===== src/rtl/dblmc_pkg.sv =====
// Shared types, codes and constants of the debounced button LED mode controller.
package dblmc_pkg;

   localparam int DEBOUNCE_SAMPLES_DEF = 5;

   localparam logic [7:0] BLINK_PERIOD_RESET   = 8'd5;
   localparam logic [7:0] BLINK_DURATION_RESET = 8'd50;

   localparam int CSR_INDEX_W = 2;
   localparam logic [CSR_INDEX_W-1:0] CSR_BLINK_PERIOD   = 2'd0;
   localparam logic [CSR_INDEX_W-1:0] CSR_BLINK_DURATION = 2'd1;

   // LED command bytes: 'A'..'D' on, 'E'..'H' off
   localparam logic [7:0] CODE_LED0_ON  = 8'h41;
   localparam logic [7:0] CODE_LED1_ON  = 8'h42;
   localparam logic [7:0] CODE_LED2_ON  = 8'h43;
   localparam logic [7:0] CODE_LED3_ON  = 8'h44;
   localparam logic [7:0] CODE_LED0_OFF = 8'h45;
   localparam logic [7:0] CODE_LED1_OFF = 8'h46;
   localparam logic [7:0] CODE_LED2_OFF = 8'h47;
   localparam logic [7:0] CODE_LED3_OFF = 8'h48;
   localparam logic [7:0] CODE_NONE     = 8'h00;

   localparam int QUEUE_DEPTH = 2;
   localparam int QPTR_W      = (QUEUE_DEPTH > 1) ? $clog2(QUEUE_DEPTH) : 1;
   localparam int QCNT_W      = $clog2(QUEUE_DEPTH + 1);

   typedef enum logic [1:0] {
      MODE_NORMAL   = 2'd0,
      MODE_STOPPED  = 2'd1,
      MODE_BLINKING = 2'd2
   } mode_type;

   typedef enum logic [1:0] {
      FE_IDLE,
      FE_DIV,
      FE_PUSH
   } front_state_type;

   typedef struct packed {
      logic raw_button0;
      logic raw_button1;
      logic raw_button2;
      logic raw_button3;
   } req_type;

   typedef struct packed {
      logic       is_code;
      logic [7:0] code_byte;
      logic [1:0] mode_now;
      logic       led1_on;
      logic       led2_on;
      logic       led3_on;
      logic       blink_level;
      logic       last_of_tick;
   } rsp_type;

   // What one tick has to send, as classified by the front end
   typedef struct packed {
      logic [2:0] toggle;      // LED1..3 toggled in normal mode
      logic       stop_seq;    // entered stopped: F G H A
      logic       norm_seq;    // returned to normal: E then LED1..3 state
      logic [2:0] leds;        // LED1..3 state after the tick
      mode_type   mode;
      logic       blink;
   } task_type;

endpackage


===== src/rtl/dblmc_front.sv =====
// Front end: debounce, mode machine and per-tick task classification.
module dblmc_front #(
   parameter int DEBOUNCE_SAMPLES = dblmc_pkg::DEBOUNCE_SAMPLES_DEF
) (
   input  logic               clock,
   input  logic               reset,
   input  logic               req_valid,
   output logic               req_stall,
   input  dblmc_pkg::req_type req_data,
   input  logic [7:0]         blink_period,
   input  logic [7:0]         blink_duration,
   output logic               push_valid,
   output dblmc_pkg::task_type push_data,
   input  logic               queue_full
);
   import dblmc_pkg::*;

   front_state_type fe_state_ff, fe_state_in;

   logic [3:0] pressed_ff, pressed_in;
   logic [8:0] rem_ff, rem_in;
   logic [2:0] bit_ff, bit_in;

   logic [DEBOUNCE_SAMPLES-1:0] hist_ff [4];
   logic [DEBOUNCE_SAMPLES-1:0] hist_in [4];
   logic [3:0] deb_ff, deb_in;
   logic [3:0] prev_ff, prev_in;
   logic [2:0] led_ff, led_in;
   mode_type   mode_ff, mode_in;
   logic [7:0] cnt_ff, cnt_in;
   logic       blink_ff, blink_in;

   logic       accept;
   logic       commit;
   logic [8:0] divisor;
   logic [8:0] rem_shift;
   logic [3:0] edge_det;
   logic [7:0] cnt_next;
   task_type   task_out;

   assign accept  = req_valid && !req_stall;
   assign commit  = (fe_state_ff == FE_PUSH) && !queue_full;
   // period 0 counts as 256
   assign divisor = {(blink_period == 8'd0), blink_period};
   assign rem_shift = {rem_ff[7:0], cnt_ff[bit_ff]};
   assign cnt_next  = cnt_ff + 8'd1;

   // next state
   always_comb begin
      fe_state_in = fe_state_ff;
      case (fe_state_ff)
         FE_IDLE: if (req_valid) fe_state_in = FE_DIV;
         FE_DIV:  if (bit_ff == 3'd0) fe_state_in = FE_PUSH;
         FE_PUSH: if (!queue_full) fe_state_in = FE_IDLE;
         default: fe_state_in = FE_IDLE;
      endcase
   end

   // outputs
   always_comb begin
      req_stall  = 1'b1;
      push_valid = 1'b0;
      case (fe_state_ff)
         FE_IDLE: req_stall = 1'b0;
         FE_PUSH: push_valid = 1'b1;
         default: ;
      endcase
   end

   // remainder of the blink counter by the period, one bit per cycle
   always_comb begin
      pressed_in = pressed_ff;
      rem_in     = rem_ff;
      bit_in     = bit_ff;
      if (accept) begin
         pressed_in = ~{req_data.raw_button3, req_data.raw_button2,
                        req_data.raw_button1, req_data.raw_button0};
         rem_in     = 9'd0;
         bit_in     = 3'd7;
      end else if (fe_state_ff == FE_DIV) begin
         rem_in = (rem_shift >= divisor) ? rem_shift - divisor : rem_shift;
         bit_in = bit_ff - 3'd1;
      end
   end

   // tick update
   always_comb begin
      for (int b = 0; b < 4; b++) begin
         hist_in[b] = {hist_ff[b][DEBOUNCE_SAMPLES-2:0], pressed_ff[b]};
         if (&hist_in[b])
            deb_in[b] = 1'b1;
         else if (~|hist_in[b])
            deb_in[b] = 1'b0;
         else
            deb_in[b] = deb_ff[b];
      end
      edge_det = deb_in & ~prev_ff;

      prev_in  = prev_ff;
      led_in   = led_ff;
      mode_in  = mode_ff;
      cnt_in   = cnt_ff;
      blink_in = blink_ff;
      task_out = '0;

      case (mode_ff)
         MODE_NORMAL: begin
            task_out.toggle = edge_det[3:1];
            led_in          = led_ff ^ edge_det[3:1];
            prev_in[3:1]    = deb_in[3:1];
            if (edge_det[0]) begin
               task_out.stop_seq = 1'b1;
               mode_in           = MODE_STOPPED;
               cnt_in            = 8'd0;
            end
         end
         MODE_STOPPED: begin
            if (|edge_det[3:1]) begin
               mode_in = MODE_BLINKING;
               cnt_in  = 8'd0;
            end
            prev_in[3:1] = deb_in[3:1];
            if (edge_det[0]) begin
               task_out.norm_seq = 1'b1;
               mode_in           = MODE_NORMAL;
               cnt_in            = 8'd0;
            end
         end
         MODE_BLINKING: begin
            if (rem_ff == 9'd0)
               blink_in = ~blink_ff;
            cnt_in = cnt_next;
            if (cnt_next >= blink_duration) begin
               task_out.stop_seq = 1'b1;
               mode_in           = MODE_STOPPED;
               cnt_in            = 8'd0;
            end
            if (edge_det[0]) begin
               task_out.norm_seq = 1'b1;
               mode_in           = MODE_NORMAL;
               cnt_in            = 8'd0;
            end
         end
         default: ;
      endcase
      prev_in[0] = deb_in[0];

      task_out.leds  = led_in;
      task_out.mode  = mode_in;
      task_out.blink = blink_in;
   end

   assign push_data = task_out;

   always_ff @(posedge clock) begin
      pressed_ff <= pressed_in;
      rem_ff     <= rem_in;
      bit_ff     <= bit_in;
   end

   always_ff @(posedge clock) begin
      if (reset) begin
         fe_state_ff <= FE_IDLE;
         for (int b = 0; b < 4; b++) hist_ff[b] <= '0;
         deb_ff   <= '0;
         prev_ff  <= '0;
         led_ff   <= '0;
         mode_ff  <= MODE_NORMAL;
         cnt_ff   <= '0;
         blink_ff <= 1'b0;
      end else begin
         fe_state_ff <= fe_state_in;
         if (commit) begin
            for (int b = 0; b < 4; b++) hist_ff[b] <= hist_in[b];
            deb_ff   <= deb_in;
            prev_ff  <= prev_in;
            led_ff   <= led_in;
            mode_ff  <= mode_in;
            cnt_ff   <= cnt_in;
            blink_ff <= blink_in;
         end
      end
   end

endmodule


===== src/rtl/dblmc_queue.sv =====
// Short task queue between the front end and the result sequencer.
module dblmc_queue (
   input  logic                clock,
   input  logic                reset,
   input  logic                push,
   input  dblmc_pkg::task_type push_data,
   output logic                full,
   input  logic                pop,
   output dblmc_pkg::task_type head_data,
   output logic                empty
);
   import dblmc_pkg::*;

   task_type            entry_ff [QUEUE_DEPTH];
   logic [QPTR_W-1:0]   wr_ptr_ff, wr_ptr_in;
   logic [QPTR_W-1:0]   rd_ptr_ff, rd_ptr_in;
   logic [QCNT_W-1:0]   count_ff, count_in;
   logic                do_push, do_pop;

   assign full      = (count_ff == QCNT_W'(QUEUE_DEPTH));
   assign empty     = (count_ff == '0);
   assign do_push   = push && !full;
   assign do_pop    = pop && !empty;
   assign head_data = entry_ff[rd_ptr_ff];

   always_comb begin
      wr_ptr_in = wr_ptr_ff;
      rd_ptr_in = rd_ptr_ff;
      count_in  = count_ff;
      if (do_push)
         wr_ptr_in = (wr_ptr_ff == QPTR_W'(QUEUE_DEPTH - 1)) ? '0 : wr_ptr_ff + 1'b1;
      if (do_pop)
         rd_ptr_in = (rd_ptr_ff == QPTR_W'(QUEUE_DEPTH - 1)) ? '0 : rd_ptr_ff + 1'b1;
      if (do_push && !do_pop)
         count_in = count_ff + 1'b1;
      else if (do_pop && !do_push)
         count_in = count_ff - 1'b1;
   end

   always_ff @(posedge clock) begin
      if (do_push) entry_ff[wr_ptr_ff] <= push_data;
   end

   always_ff @(posedge clock) begin
      if (reset) begin
         wr_ptr_ff <= '0;
         rd_ptr_ff <= '0;
         count_ff  <= '0;
      end else begin
         wr_ptr_ff <= wr_ptr_in;
         rd_ptr_ff <= rd_ptr_in;
         count_ff  <= count_in;
      end
   end

endmodule


===== src/rtl/dblmc_back.sv =====
// Result sequencer: walks a task's slots and sends one beat per enabled slot.
module dblmc_back (
   input  logic                clock,
   input  logic                reset,
   input  logic                empty,
   input  dblmc_pkg::task_type head_data,
   output logic                pop,
   output logic                rsp_valid,
   input  logic                rsp_stall,
   output dblmc_pkg::rsp_type  rsp_data
);
   import dblmc_pkg::*;

   // slot order: LED1..3 toggles, stop sequence, normal sequence, status
   localparam logic [3:0] SLOT_TOG1   = 4'd0;
   localparam logic [3:0] SLOT_TOG2   = 4'd1;
   localparam logic [3:0] SLOT_TOG3   = 4'd2;
   localparam logic [3:0] SLOT_STOP0  = 4'd3;
   localparam logic [3:0] SLOT_STOP1  = 4'd4;
   localparam logic [3:0] SLOT_STOP2  = 4'd5;
   localparam logic [3:0] SLOT_STOP3  = 4'd6;
   localparam logic [3:0] SLOT_NORM0  = 4'd7;
   localparam logic [3:0] SLOT_NORM1  = 4'd8;
   localparam logic [3:0] SLOT_NORM2  = 4'd9;
   localparam logic [3:0] SLOT_NORM3  = 4'd10;
   localparam logic [3:0] SLOT_STATUS = 4'd11;

   logic [3:0] slot_ff, slot_in;
   logic       rsp_valid_ff, rsp_valid_in;
   rsp_type    rsp_data_ff, rsp_data_in;

   logic       out_free;
   logic       slot_en;
   logic       advance;
   logic       load;
   logic [7:0] code;
   rsp_type    beat;

   assign out_free = !rsp_valid_ff || !rsp_stall;

   always_comb begin
      slot_en = 1'b0;
      code    = CODE_NONE;
      case (slot_ff)
         SLOT_TOG1: begin
            slot_en = head_data.toggle[0];
            code    = head_data.leds[0] ? CODE_LED1_ON : CODE_LED1_OFF;
         end
         SLOT_TOG2: begin
            slot_en = head_data.toggle[1];
            code    = head_data.leds[1] ? CODE_LED2_ON : CODE_LED2_OFF;
         end
         SLOT_TOG3: begin
            slot_en = head_data.toggle[2];
            code    = head_data.leds[2] ? CODE_LED3_ON : CODE_LED3_OFF;
         end
         SLOT_STOP0: begin
            slot_en = head_data.stop_seq;
            code    = CODE_LED1_OFF;
         end
         SLOT_STOP1: begin
            slot_en = head_data.stop_seq;
            code    = CODE_LED2_OFF;
         end
         SLOT_STOP2: begin
            slot_en = head_data.stop_seq;
            code    = CODE_LED3_OFF;
         end
         SLOT_STOP3: begin
            slot_en = head_data.stop_seq;
            code    = CODE_LED0_ON;
         end
         SLOT_NORM0: begin
            slot_en = head_data.norm_seq;
            code    = CODE_LED0_OFF;
         end
         SLOT_NORM1: begin
            slot_en = head_data.norm_seq;
            code    = head_data.leds[0] ? CODE_LED1_ON : CODE_LED1_OFF;
         end
         SLOT_NORM2: begin
            slot_en = head_data.norm_seq;
            code    = head_data.leds[1] ? CODE_LED2_ON : CODE_LED2_OFF;
         end
         SLOT_NORM3: begin
            slot_en = head_data.norm_seq;
            code    = head_data.leds[2] ? CODE_LED3_ON : CODE_LED3_OFF;
         end
         SLOT_STATUS: slot_en = 1'b1;
         default: ;
      endcase
   end

   always_comb begin
      beat = '0;
      if (slot_ff == SLOT_STATUS) begin
         beat.mode_now     = head_data.mode;
         beat.led1_on      = head_data.leds[0];
         beat.led2_on      = head_data.leds[1];
         beat.led3_on      = head_data.leds[2];
         beat.blink_level  = head_data.blink;
         beat.last_of_tick = 1'b1;
      end else begin
         beat.is_code   = 1'b1;
         beat.code_byte = code;
      end
   end

   // disabled slots are skipped even while the output is held
   assign advance = !empty && (!slot_en || out_free);
   assign load    = advance && slot_en;
   assign pop     = advance && (slot_ff == SLOT_STATUS);

   always_comb begin
      slot_in = slot_ff;
      if (advance)
         slot_in = (slot_ff == SLOT_STATUS) ? SLOT_TOG1 : slot_ff + 4'd1;
      rsp_valid_in = load || (rsp_valid_ff && rsp_stall);
      rsp_data_in  = load ? beat : rsp_data_ff;
   end

   assign rsp_valid = rsp_valid_ff;
   assign rsp_data  = rsp_data_ff;

   always_ff @(posedge clock) begin
      rsp_data_ff <= rsp_data_in;
   end

   always_ff @(posedge clock) begin
      if (reset) begin
         slot_ff      <= SLOT_TOG1;
         rsp_valid_ff <= 1'b0;
      end else begin
         slot_ff      <= slot_in;
         rsp_valid_ff <= rsp_valid_in;
      end
   end

endmodule


===== src/rtl/debounced_button_led_mode_controller_core.sv =====
// Top level of the debounced button LED mode controller.
//
//   channel | ports               | direction | beat
//   --------+---------------------+-----------+-----------------------------------
//   req     | req_valid/req_stall | in        | one 10 ms tick, four raw buttons
//   rsp     | rsp_valid/rsp_stall | out       | LED code bytes, then one status
//   csr     | csr_valid/csr_ready | in        | blink_period / blink_duration write
//
// The front end takes a tick in steps: accept, a bit-serial remainder of the
// blink counter by the period, then commit and queue; it takes no new tick until
// the last one is queued. The sequencer spends one cycle per result slot, 12
// slots per tick, while the queue holds a task and rsp does not hold an enabled
// slot's beat; disabled slots are skipped. Reset is synchronous and clears the
// control state at once; datapath registers are not reset. A two-entry queue
// lets the front end keep taking ticks while rsp is stalled, until it fills.
module debounced_button_led_mode_controller_core #(
   parameter int DEBOUNCE_SAMPLES = dblmc_pkg::DEBOUNCE_SAMPLES_DEF
) (
   input  logic                                clock,
   input  logic                                reset,
   input  logic                                req_valid,
   output logic                                req_stall,
   input  dblmc_pkg::req_type                  req_data,
   output logic                                rsp_valid,
   input  logic                                rsp_stall,
   output dblmc_pkg::rsp_type                  rsp_data,
   input  logic                                csr_valid,
   output logic                                csr_ready,
   input  logic [dblmc_pkg::CSR_INDEX_W-1:0]   csr_index,
   input  logic [7:0]                          csr_wdata
);
   import dblmc_pkg::*;

   logic [7:0] blink_period_ff, blink_period_in;
   logic [7:0] blink_duration_ff, blink_duration_in;

   logic       push_valid;
   task_type   push_data;
   logic       queue_full;
   logic       queue_empty;
   logic       queue_pop;
   task_type   head_data;

   assign csr_ready = 1'b1;

   always_comb begin
      blink_period_in   = blink_period_ff;
      blink_duration_in = blink_duration_ff;
      if (csr_valid && csr_ready) begin
         case (csr_index)
            CSR_BLINK_PERIOD:   blink_period_in   = csr_wdata;
            CSR_BLINK_DURATION: blink_duration_in = csr_wdata;
            default: ;
         endcase
      end
   end

   always_ff @(posedge clock) begin
      if (reset) begin
         blink_period_ff   <= BLINK_PERIOD_RESET;
         blink_duration_ff <= BLINK_DURATION_RESET;
      end else begin
         blink_period_ff   <= blink_period_in;
         blink_duration_ff <= blink_duration_in;
      end
   end

   dblmc_front #(
      .DEBOUNCE_SAMPLES (DEBOUNCE_SAMPLES)
   ) u_front (
      .clock          (clock),
      .reset          (reset),
      .req_valid      (req_valid),
      .req_stall      (req_stall),
      .req_data       (req_data),
      .blink_period   (blink_period_ff),
      .blink_duration (blink_duration_ff),
      .push_valid     (push_valid),
      .push_data      (push_data),
      .queue_full     (queue_full)
   );

   dblmc_queue u_queue (
      .clock     (clock),
      .reset     (reset),
      .push      (push_valid),
      .push_data (push_data),
      .full      (queue_full),
      .pop       (queue_pop),
      .head_data (head_data),
      .empty     (queue_empty)
   );

   dblmc_back u_back (
      .clock     (clock),
      .reset     (reset),
      .empty     (queue_empty),
      .head_data (head_data),
      .pop       (queue_pop),
      .rsp_valid (rsp_valid),
      .rsp_stall (rsp_stall),
      .rsp_data  (rsp_data)
   );

endmodule


===== config.mk =====
export PLATFORM = sky130hd
export DESIGN_NAME = debounced_button_led_mode_controller_core
export DESIGN_NICKNAME = d
export VERILOG_FILES = /design/src/rtl/dblmc_pkg.sv /design/src/rtl/dblmc_front.sv /design/src/rtl/dblmc_queue.sv /design/src/rtl/dblmc_back.sv /design/src/rtl/debounced_button_led_mode_controller_core.sv
export SDC_FILE = /design/constraint.sdc
export NUM_CORES = 1
export LEC_CHECK = 0
export BUFFER_PORTS_ARGS = -buffer_cell sky130_fd_sc_hd__buf_4
export CAP_MARGIN = 20
export CORE_AREA = 2 2 117 119
export CTS_CLUSTER_SIZE = 16
export DETAILED_ROUTE_END_ITERATION = 12
export DIE_AREA = 0 0 119 121
export GPL_TIMING_DRIVEN = 0
export HOLD_SLACK_MARGIN = 0.08
export PLACE_DENSITY = 0.68
export SLEW_MARGIN = 20
export SYNTH_ARGS = -nofsm -noshare
export SYNTH_HDL_FRONTEND = slang
export SYNTH_SLANG_ARGS = --single-unit

===== constraint.sdc =====
create_clock -name clock -period 3.4 [get_ports clock]
set_clock_uncertainty 0.05 [all_clocks]
set_input_delay 0.34 -clock clock [delete_from_list [all_inputs] [get_ports clock]]
set_output_delay 0.34 -clock clock [all_outputs]
set_load 0.03 [all_outputs]

==> summary.md <==
| Metric | Value |
|---|---|
| Critical path type | `reg2reg` |
| Internal reg-to-reg setup slack | `200 ps` |
| Final WL | `12,580 µm` |
| MaxCap Viol Count | `0` |
| Synthesis Warnings | `0` |
| Max frequency | `312.8 MHz` |
| Syn Area/Cell | `10.01 µm²` |
| Final Cell Area | `6864 µm²` |
| Critical path arrival | `3490 ps` |
| CTS tree | `built` |
| Post-Route Utilization | `52.46%` |
| Placed cell area | `6281 µm²` |
| Sequential fraction of the synthesis area | `49.48%` |
| Number of synthesized flops with an enable pin | `55` |
| Fin crit period | `3197 ps` |
| Post-CTS setup buffers | `0` |
| Power per Cell Area | `567.5 nW/µm²` |
| Internal power | `2.888 mW` |
| Core area | `13,090 µm²` |
| First-pass iteration count of the detailed router | `5` |
| CP endpoint kind | `flop` |
| Clock slew at reported path FFs | `50 ps` |
| Die width | `119 µm` |
| DRC violations left | `0` |
| Worst reg2reg path endpoint | `u_front.rem_ff[0]$_SDFFE_PP0P_` |
| Comb pwr share | `14.9%` |
| Top FF cell, synth | `dfxtp_1` |
| Psw | `1.008 mW` |
| Post-route antenna net violation count | `0` |
| R2r startpoint | `u_front.bit_ff[0]$_SDFFE_PP1P_` |
| PostCTS Resize Cnt | `0` |
| Seq pwr share | `40.5%` |
| DR vias | `4,421` |
| Leak | `2.830 nW` |
| Cells after Synth | `580` |
| Most frequent cells in the layout | `dfxtp_1, edfxtp_1, nor2_1, inv_1, nand2_1` |
| Crit path launch | `u_front.bit_ff[0]$_SDFFE_PP1P_` |
| DIE AREA | `14,400 µm²` |
| GRT Total Usage | `18.37%` |
| Final Hold Violating Endpoints | `0` |
| CTS Buf Count | `17` |
| Share of cells above drive strength 1 | `13.45%` |
| Initial antenna violation count | `0` |
| Commonest non-fill, non-tap cell in the layout | `dfxtp_1` |
| Worst-margin pin slew | `887.5 ps` |
| Die Ht | `121 µm` |
| Final GP Congestion | `0.8896` |
| Area growth syn-to-layout | `18.23%` |
| Unique masters post-synth | `68` |
| Setup tns final | `0 ps` |
| Cell area after synthesis | `5806 µm²` |
| Vias in the first global route | `4,229` |
| Tot Pwr | `3.896 mW` |
| Worst slew margin | `40.38%` |
| Worst-skew pair later-pin latency | `420 ps` |
| Placed cell count | `791` |
| Final net count | `684` |
| R2R cell count | `9` |
| Ys async rst share | `0%` |
| Initial Util | `44.37%` |
| Filler Cell Count | `1,154` |
| RSZ-0062 raised after global routing | `no` |
| Sw Ratio | `25.86%` |
| Num rows | `42` |
| Clock share of power | `44.7%` |
| IO Port Bufs | `33` |
| Startpoint types | `flop` |
| Final Setup Violations | `0` |
| CP required | `3690 ps` |
| Hold Crit Class | `in2reg` |
| H-tree level count | `4` |
| Fin cells | `823` |
| Status | `complete, no violations` |
| Final cycle utilization of the critical path | `94.02%` |
| Slew Limit Fails | `0` |
| First-pass GRT wire length | `20,560 µm` |
| Peak supply drop | `0.3742 mV` |
| Synthesized flop and latch total | `116` |
| Dpl hpwl | `9026 µm` |
| Vias per cell | `5.372` |
| Largest net degree at the start of global routing | `18` |
| Clock Sinks | `116` |
| Root buf cell | `clkbuf_16` |
| 1st-iter DRT viols | `336` |
| Worst-path fanout max | `4` |
| CTS Buffer Depth | `2` |
| Post-DR wirelength/cell | `15.28 µm` |
| CP endpoint | `u_front.rem_ff[0]$_SDFFE_PP0P_` |
| # IOs | `38` |
| N_diodes | `0` |
| Hold_buf cts | `0` |
| Gr ovfl total | `0` |
[power by group through the flow]
| stage | Sequential [mW] | Clock, mW | Combinational [mW] |
|---|---|---|---|
| after detailed placement | 1.60 | 0 | 0.569 |
| final | 1.58 | 1.74 | 0.579 |
| after CTS | 1.57 | 1.76 | 0.576 |
| after global routing | 1.58 | 1.83 | 0.653 |
| after global placement | 1.60 | 0 | 0.562 |
| after floorplan | 1.58 | 0 | 0.440 |
[cell usage after synthesis, drive strengths merged, types with 3 or more instances]
library cell,n,area (µm²)
dfxtp,61,1221
edfxtp,55,1652
inv,49,183.9
nor2,49,183.9
nand2,47,183.9
a21oi,45,229.0
ha,30,375.4
o21ai,30,150.1
mux2i,19,190.2
clkbuf,18,67.56
and3,16,100.1
nand3,13,65.06
nor3,11,55.05
mux2,9,105.1
xor2,9,78.83
a211oi,7,52.55
buf,7,48.80
nor4,7,43.79
xnor2,7,61.31
a21o,6,45.04
nor2b,6,37.54
or3,6,37.54
a22o,5,43.79
nand2b,5,31.28
nand4,5,31.28
a41oi,4,53.81
and2,4,25.02
o21bai,4,30.03
o31ai,4,30.03
o41ai,3,26.28
or2,3,18.77
[flip-flops by register name, indices dropped and copies added (netlist names), 3 cells and up, named ones only]
signal / count
u_front.pressed_ff: 4
u_queue.entry_ff: 22
u_back.slot_ff: 4
u_front.rem_ff: 9
u_front.deb_ff: 4
u_front.prev_ff: 3
blink_duration_ff: 8
u_front.hist_ff: 16
u_front.cnt_ff: 8
u_back.rsp_data: 13
blink_period_ff: 8
u_front.led_ff: 3
u_front.bit_ff: 3
[through the flow]
step,worst slack (ps),hold WS [ps]
final,203.4,118.5
after global routing,43.70,108.3
after CTS,14.46,106.1
after detailed placement,27.01,423.5
after global placement,114.4,409.6
after floorplan,520.6,399.1
[how the worst min path moves through the flow]
stage                     cells after the start  slack [ps]                            from                              end
after floorplan                               2         400  u_front.deb_ff[1]$_SDFFE_PP0P_   u_front.deb_ff[1]$_SDFFE_PP0P_
after global placement                        2         410  u_front.deb_ff[1]$_SDFFE_PP0P_   u_front.deb_ff[1]$_SDFFE_PP0P_
after detailed placement                      2         420  u_front.deb_ff[1]$_SDFFE_PP0P_   u_front.deb_ff[1]$_SDFFE_PP0P_
after CTS                                     3         110                    csr_wdata[7]  blink_period_ff[7]$_SDFFE_PP0P_
after global routing                          2         110                     req_data[0]  u_front.pressed_ff[3]$_DFFE_PP_
final                                         3         120                    csr_wdata[5]  blink_period_ff[5]$_SDFFE_PP0P_
[per-layer routing]
metal	routed length (µm)	GRT usage (%)	share of wire, %	vias to the layer above
li1	-	-	-	2188
met1	5496	21.15	44	2102
met2	6157	31.21	49	101
met3	606	5.780	4.8	30
met4	315	8.557	2.5	0
met5	0	0	0	-
[critical path, cell delays in order (launching register included)]
cell and delay [ps]:
dfxtp_1 420, mux4_2 540, mux2i_1 240, ha_1 230, inv_1 50, a21oi_1 270, o221ai_1 250, a21boi_0 540
mux2_2 400, o21ai_0 130
[cells by family after synthesis]
group | count (synthesis) | share of synthesized area (%)
mux | 30 | 5.862
simple gates | 178 | 14.96
flops | 116 | 49.48
buf+inv | 74 | 5.172
other cells | 2 | 0.1294
xor+xnor | 16 | 2.414
compound gates | 133 | 15.17
fa+ha+maj | 31 | 6.810
[area by class of cell]
cell class | instances | area, µm² | share of cell area, %
clock buffer | 22 | 474.2 | 6.909
multi-input combinational | 392 | 2643 | 38.50
buffer | 25 | 116.4 | 1.695
tap | 176 | 220.2 | 3.208
sequential | 116 | 2873 | 41.85
clock inverter | 10 | 106.4 | 1.549
timing repair buffer | 33 | 247.7 | 3.609
inverter | 49 | 183.9 | 2.680
Note: power is estimated with default switching activity, not from simulation.
